$ cat config.mk
export PLATFORM = sky130hd
export DESIGN_NAME = plle_alu
export DESIGN_NICKNAME = d
export VERILOG_FILES = /design/src/plle_pkg.sv /design/src/plle_alu.sv
export SDC_FILE = /design/constraint.sdc
export NUM_CORES = 1
export LEC_CHECK = 0
export BUFFER_PORTS_ARGS = -buffer_cell sky130_fd_sc_hd__buf_2
export CAP_MARGIN = 10
export CORE_ASPECT_RATIO = 1.75
export CORE_MARGIN = 3
export CORE_UTILIZATION = 35
export DETAILED_ROUTE_END_ITERATION = 10
export PLACE_DENSITY_LB_ADDON = 0.25
export REMOVE_ABC_BUFFERS = 1
export SYNTH_ARGS = -nofsm -noshare
export SYNTH_HDL_FRONTEND = slang
export SYNTH_SLANG_ARGS = --single-unit
$ cat constraint.sdc
create_clock -name vclk -period 3.8
set_input_delay 0.38 -clock vclk [all_inputs]
set_output_delay 0.38 -clock vclk [all_outputs]
set_load 0.05 [all_outputs]
$ cat src/plle_pkg.sv
// shared types, constants and codes for the pruned landmark label engine
package plle_pkg;

  localparam int DEF_MAX_VERTICES = 64;
  localparam int DEF_MAX_EDGES = 512;
  localparam int DEF_WEIGHT_BITS = 16;

  localparam int DIST_BITS = 32;
  localparam int DEG_BITS = 10;
  localparam logic [DEG_BITS-1:0] DEG_TOP = 10'd1023;
  localparam logic [DIST_BITS-1:0] INF_DIST = 32'hFFFF_FFFF;
  localparam logic [6:0] VCOUNT_RESET = 7'd64;

  localparam logic [1:0] OP_LOAD = 2'd0;
  localparam logic [1:0] OP_BUILD = 2'd1;
  localparam logic [1:0] OP_QUERY = 2'd2;

  localparam logic [1:0] KIND_BUILD = 2'd0;
  localparam logic [1:0] KIND_QUERY = 2'd1;
  localparam logic [1:0] KIND_OVERFLOW = 2'd2;

  typedef struct packed {
    logic [1:0]  operation;
    logic [6:0]  endpoint_a;
    logic [6:0]  endpoint_b;
    logic [15:0] edge_weight;
  } in_item_t;

  typedef struct packed {
    logic [31:0] path_distance;
    logic        unreachable;
    logic [1:0]  result_kind;
  } res_item_t;

  typedef struct packed {
    logic [DIST_BITS-1:0] x;
    logic [DIST_BITS-1:0] y;
    logic [DIST_BITS-1:0] c;
  } alu_req_t;

  typedef struct packed {
    logic [DIST_BITS-1:0] sum;
    logic                 lt;
    logic                 le;
  } alu_rsp_t;

endpackage

$ cat src/plle_alu.sv
// shared saturating adder and comparator used by the scans of the sequencer
module plle_alu (
  input  plle_pkg::alu_req_t req,
  output plle_pkg::alu_rsp_t rsp
);
  import plle_pkg::*;

  logic [DIST_BITS:0]   raw;
  logic [DIST_BITS-1:0] sat;

  assign raw = {1'b0, req.x} + {1'b0, req.y};
  assign sat = raw[DIST_BITS] ? INF_DIST : raw[DIST_BITS-1:0];

  assign rsp.sum = sat;
  assign rsp.lt = (sat < req.c);
  assign rsp.le = (sat <= req.c);

endmodule

==> results of run 1 <==
[final timing paths]
check	end	from	slack, ns	cells after the start
setup / recovery	rsp[1]	req[32]	-0.58	23
hold / removal	rsp[2]	req[64]	1.32	4
[area by class of cell]
cell class	count	area, sq um
Multi-Input combinational cell	341	2670
Timing Repair Buffer	256	1650
Fill cell	705	2750
Tap cell	86	108
Inverter	40	150
[where the power goes]
group          switching, uW  internal [uW]
clock network              0              0
registers                  0              0
logic                    735            550
[logic make-up after synthesis]
group / after synthesis
adders and majority gates: 65
and+or+nand+nor: 128
AOI/OAI and AO/OA: 125
xor gates and xnor gates: 23
buffers and inverters: 50
[worst max-delay path, stage by stage]
cell,delay [ns]
buf_6,0.10
ha_4,0.15
fa_2,0.37
a211oi_4,0.24
nor2_2,0.08
o211ai_4,0.18
a21oi_2,0.09
o211ai_2,0.20
o21ai_2,0.10
o31ai_4,0.23
buf_6,0.17
buf_12,0.12
nor2b_4,0.13
ha_2,0.16
nor2b_1,0.04
o21a_1,0.16
o21a_1,0.16
o21ai_1,0.13
a21oi_1,0.08
o211ai_1,0.19
o2111a_1,0.26
buf_4,0.13
buf_8,0.14
[per-layer routing]
layer,up-vias,GRT usage,share of wire
met5,-,0,0
met1,1760,0.195,0.33
met3,30,0.0140,0.042
met4,0,0.0800,0.038
li1,1910,-,-
met2,123,0.502,0.59
[cell usage after synthesis]
master | instances | area share
or3_1 | 1 | 0.0023
a31o_2 | 3 | 0.0098
buf_6 | 2 | 0.0084
a21oi_1 | 38 | 0.071
o2111a_1 | 1 | 0.0042
a21bo_1 | 1 | 0.0037
ha_1 | 64 | 0.30
o31ai_4 | 1 | 0.0079
and3_1 | 7 | 0.016
o21ai_2 | 1 | 0.0033
a311oi_1 | 1 | 0.0033
nor3_1 | 8 | 0.015
a2111oi_0 | 1 | 0.0033
nand4_1 | 14 | 0.033
a211oi_1 | 3 | 0.0084
a31oi_1 | 2 | 0.0047
xnor2_1 | 14 | 0.046
o221ai_1 | 1 | 0.0033
and2_1 | 4 | 0.0093
or2_2 | 2 | 0.0047
and4_1 | 3 | 0.0098
nand2_1 | 48 | 0.067
o32a_1 | 1 | 0.0037
a22o_1 | 1 | 0.0033
o41ai_1 | 1 | 0.0033
o211ai_1 | 3 | 0.0084
o21ai_0 | 18 | 0.034
nand3_1 | 8 | 0.015
nor2_1 | 23 | 0.032
nor2b_1 | 5 | 0.012
buf_2 | 2 | 0.0037
nand2b_1 | 5 | 0.012
o21a_1 | 9 | 0.025
a211o_1 | 1 | 0.0033
inv_1 | 40 | 0.056
xor2_1 | 9 | 0.029
a21o_1 | 29 | 0.081
o211ai_2 | 2 | 0.0093
clkbuf_1 | 6 | 0.0084
o31ai_1 | 2 | 0.0056
o21bai_1 | 3 | 0.0084
fa_1 | 1 | 0.0075
a41oi_1 | 2 | 0.0065
[timing repair]
| action | 4_1_cts | 5_1_grt |
|---|---|---|
| gates resized for setup | 44 | 7 |
| pin swaps | 22 | 8 |
| endpoints found under the setup margin | 2 | 2 |
| buffers inserted | 6 | 0 |
[metrics by stage]
step,setup slack (ns),TNS [ns],hold WS [ns],power [uW]
after global placement,-0.917,-1.74,1.35,1160
after CTS,-0.599,-1.16,1.33,1270
final,-0.578,-1.15,1.32,1290
after global routing,-0.764,-1.53,1.34,1390
after floorplan,-1.96,-3.72,1.27,726
after detailed placement,-1.03,-1.96,1.34,1180
==> summary.txt, run 1 <==
Setup path
  – Crit. End Element: primary output
  – Setup CP Type: primary input to primary output
  – CP required: 3.42 ns
  – Startpoint type of the worst setup path: primary input
  – WP data arrival: 4.00 ns
  – Crit path max fanout: 8

Power
  – VDD IR max: 0.208 mV
  – Pwr dens: 280 nW/um^2
  – P_leak: 0.00256 uW

Global routing
  – Vias in the first global route: 3963
  – Initial antenna violation count: 0
  – Pin count of the biggest net entering global routing: 9
  – First-pass GRT wire length: 16400 microns
  – Total grt overflow: 0
  – GRT Overall Usage: 0.226

Timing
  – RSZ-0062 raised after global routing: yes
  – Worst slew pin tran: 0.493 ns
  – Final period util: 1.15
  – Final WS setup: -0.578 ns
  – Minimum clock period: 4.38 ns
  – Fmax: 228 MHz
  – Final setup viols: 2
  – Endpoints failing hold: 0
  – Slew Limit Fails: 0
  – Relative slew slack: 0.667

Detailed routing
  – DRT iter0 DRCs: 93
  – Drt pass-1 iters: 4
  – Via count: 3823
  – DRC viols: 0
  – Via density: 5.29
  – Post-route ant nets: 0
  – Routed Wire Length: between 10000 and 15000 microns
  – DR WL/cell: between 10 and 15 microns

Clock tree
  – Post-CTS Hold Buffers: 0

Yosys
  – Number of distinct library cells after synthesis: 43
  – Post-Synth XOR/XNOR Area: 0.0751
  – Yosys warning count: 0
  – Synth Area in Compound Gates: 0.315
  – Adder-cell share of the synthesized area: 0.306
  – Largest family of logic cells by synthesized area: compound AO/OA/AOI/OAI gates
  – Post-synthesis sequential area ratio: 0
  – Mux cell area share after synthesis: 0
  – Post-Syn Area: 2680 sq um
  – Syn Area/Cell: 6.86 sq um
  – Simple-gate share of the synthesized area: 0.228
  – Gate Count Post-Synth: between 300 and 400

Floorplan
  – Core area: between 7000 and 8000 sq um
  – Initial Util: 0.366
  – # IOs: 130
  – Width of the die: 72.2 microns
  – Die area: about 8800 sq um
  – Die height: 122 microns
  – Number of cell rows: a little over 40

Cells and area
  – Layout Utilization: 0.625
  – Antenna Cells: 0
  – Commonest non-fill, non-tap cell in the layout: buf_2
  – Most frequent cells in the layout: 126 x buf_2, 122 x buf_4, 56 x ha_1
  – Sequential cell area: 0 sq um
  – Finished Cell Area: approximately 4600 sq um
  – Share of cells above drive strength 1: 0.460
  – FFs & Latches: 0
  – Area growth, synth to finish: 70.9%
  – Clock Buffer Count: 0
  – Post-layout nets: 800
  – Final cell count without fillers: 723

Outcome
  – Status: finished, violations left
  – Failing checks: negative setup slack

Worst hold path
  – Worst min path class: primary input to primary output

Place
  – Placer Congestion: 0.900
  – PortBufs: 130
  – HPWL after DPL: around 9000 microns
  – Cells after DPL: 717
  – Area after DPL: 4290 sq um

Job
  – Total of max-cap violations: 0
Power figures use the tool's default switching activity.
==> run 2: changes to the inputs <==
--- a/config.mk
+++ b/config.mk
@@ -6,10 +6,10 @@
 export NUM_CORES = 1
 export LEC_CHECK = 0
 export BUFFER_PORTS_ARGS = -buffer_cell sky130_fd_sc_hd__buf_2
-export CAP_MARGIN = 10
+export CAP_MARGIN = 20
 export CORE_ASPECT_RATIO = 1.75
 export CORE_MARGIN = 3
-export CORE_UTILIZATION = 35
+export CORE_UTILIZATION = 45
 export DETAILED_ROUTE_END_ITERATION = 10
 export PLACE_DENSITY_LB_ADDON = 0.25
 export REMOVE_ABC_BUFFERS = 1
==> summary.txt, run 2 (synthesis gave the netlist of run 1 again) <==
Cells and area
  – Clock Buffer Count: 0 (unchanged)
  – Share of cells above drive strength 1: 0.463 (+0.00291)
  – Layout Utilization: 0.804 (+0.179)
  – Post-layout nets: 796 (-0.50%)
  – FFs & Latches: 0 (unchanged)
  – Finished Cell Area: 4560 sq um (-0.44%)
  – Commonest non-fill, non-tap cell in the layout: buf_2
  – Area growth, synth to finish: 70.2%
  – Most frequent cells in the layout: 126 x buf_2, 117 x buf_4, 55 x ha_1
  – Antenna Cells: 0 (unchanged)
  – Sequential cell area: 0 sq um (unchanged)

Detailed routing
  – Max layer used: met4
  – M1 wire length: 3680 microns (+8.7%)
  – Post-route ant nets: 0 (unchanged)
  – Via count: 4026 (+5.3%)
  – DRC viols: 0 (unchanged)
  – Routed Wire Length: 11200 microns (+9.3%)
  – Routed wire length on met2: 5970 microns (-1.0%)
  – DR WL/cell: 15.8 microns (+12%)
  – Metal3 WL: 661 microns (+53%)
  – Drt pass-1 iters: 4 (unchanged)
  – DRT iter0 DRCs: 253 (+170%)
  – Via density: 5.68 (+7.4%)

Timing
  – Endpoints failing hold: 0 (unchanged)
  – Final period util: 1.19 (+0.0410)
  – TNS Setup: -1.45 ns (-0.291 ns)
  – WHS: 1.34 ns (+0.0198 ns)
  – RSZ-0062 raised after global routing: yes
  – Relative slew slack: 0.643 (-0.0240)
  – Worst slew pin tran: 0.529 ns (+0.0368 ns)
  – Fmax: 221 MHz (-3.4%)
  – Minimum clock period: 4.53 ns (+0.156 ns)
  – Final WS setup: -0.733 ns (-0.156 ns)
  – Slew Limit Fails: 0 (unchanged)
  – Final setup viols: 2 (unchanged)

Power
  – P_leak: 0.00255 uW (-0.42%)
  – VDD IR max: 0.260 mV (+25%)
  – Power consumption: 1310 uW (+1.7%)
  – Pwr dens: 287 nW/um^2 (+2.2%)

Outcome
  – Status: finished, violations left
  – Failing checks: negative setup slack

Global routing
  – Total grt overflow: 0 (unchanged)
  – GRT Overall Usage: 0.308 (+0.0811)
  – Pin count of the biggest net entering global routing: 14 (+5)
  – First-pass GRT wire length: 17500 microns (+6.6%)
  – Vias in the first global route: 4175 (+5.3%)
  – Initial antenna violation count: 0 (unchanged)

Setup path
  – Startpoint type of the worst setup path: primary input
  – Crit. End Element: primary output
  – CP required: 3.42 ns (about the same)
  – Crit path max fanout: 6 (-2)
  – Setup CP Type: primary input to primary output
  – Crit path capture: rsp[0]
  – CP Launch Point: req[64]
  – WP data arrival: 4.15 ns (+0.15 ns)

Floorplan
  – Die height: 108 microns (-11%)
  – Width of the die: 64.4 microns (-11%)
  – # IOs: 130 (unchanged)
  – Number of cell rows: 36 (-12%)
  – Initial Util: 0.472 (+0.107)
  – Die area: 6960 sq um (-21%)
  – Core area: 5680 sq um (-23%)

Worst hold path
  – Hold_sp: req[32]
  – Worst min path class: primary input to primary output
  – Cells on Worst Hold Path: 4 (unchanged)

Clock tree
  – Post-CTS Hold Buffers: 0 (unchanged)

Place
  – PortBufs: 130 (unchanged)
  – Area after DPL: 4200 sq um (-2.0%)
  – Placer Congestion: 0.967 (+7.4%)
  – HPWL after DPL: 8770 microns (-2.4%)

Job
  – Total of max-cap violations: 0 (unchanged)
-- run 2: routing by layer --
metal  vias up  global-route usage
li1       1910                   -
met1      1835               0.277
met2       204               0.604
met3        77              0.0509
met4         0               0.209
met5         -                   0
-- run 2: report_power, final --
group,switching [uW],internal (uW),total (uW)
registers,0,0,0
logic,764,544,1310
clock network,0,0,0
total,764,544,1310
-- run 2: layout make-up --
cell class / instances / area, sq um
inverter: 40 / 150
fill: 398 / 1110
multi-input combinational: 341 / 2680
tap: 76 / 95.1
timing repair buffer: 252 / 1640
-- run 2: metrics by stage --
step	worst slack [ns]	std cells
finish	-0.733	709
floorplan	-1.96	381
global placement	-0.892	694
CTS	-0.611	702
global route	-0.848	709
detailed placement	-1.05	694
-- run 2: critical path, cell delays in order --
cell	delay (ns)
buf_6	0.10
ha_4	0.16
fa_2	0.34
a211oi_2	0.23
nor2_2	0.09
o211ai_2	0.25
a21oi_2	0.10
o211ai_2	0.22
o21ai_2	0.12
o31ai_4	0.27
buf_6	0.19
nand2b_4	0.07
ha_4	0.24
nor2b_4	0.12
o21a_1	0.19
o21a_1	0.19
o21ai_2	0.12
a21oi_2	0.07
o211ai_1	0.18
o2111a_2	0.27
a31o_4	0.12
buf_8	0.14
-- run 2: timing repair --
item | CTS | global route
setup buffers | 8 | 7
gates resized for setup | 35 | 17
pin swaps | 17 | 17
setup endpoints to repair | 2 | 2
-- run 2: worst min-delay path by stage --
stage / end / slack [ns]
4_1_cts: rsp[2] / 1.32
3_5_place_dp: rsp[2] / 1.35
6_report: rsp[2] / 1.34
3_3_place_gp: rsp[2] / 1.35
2_1_floorplan: rsp[1] / 1.27
5_1_grt: rsp[2] / 1.43
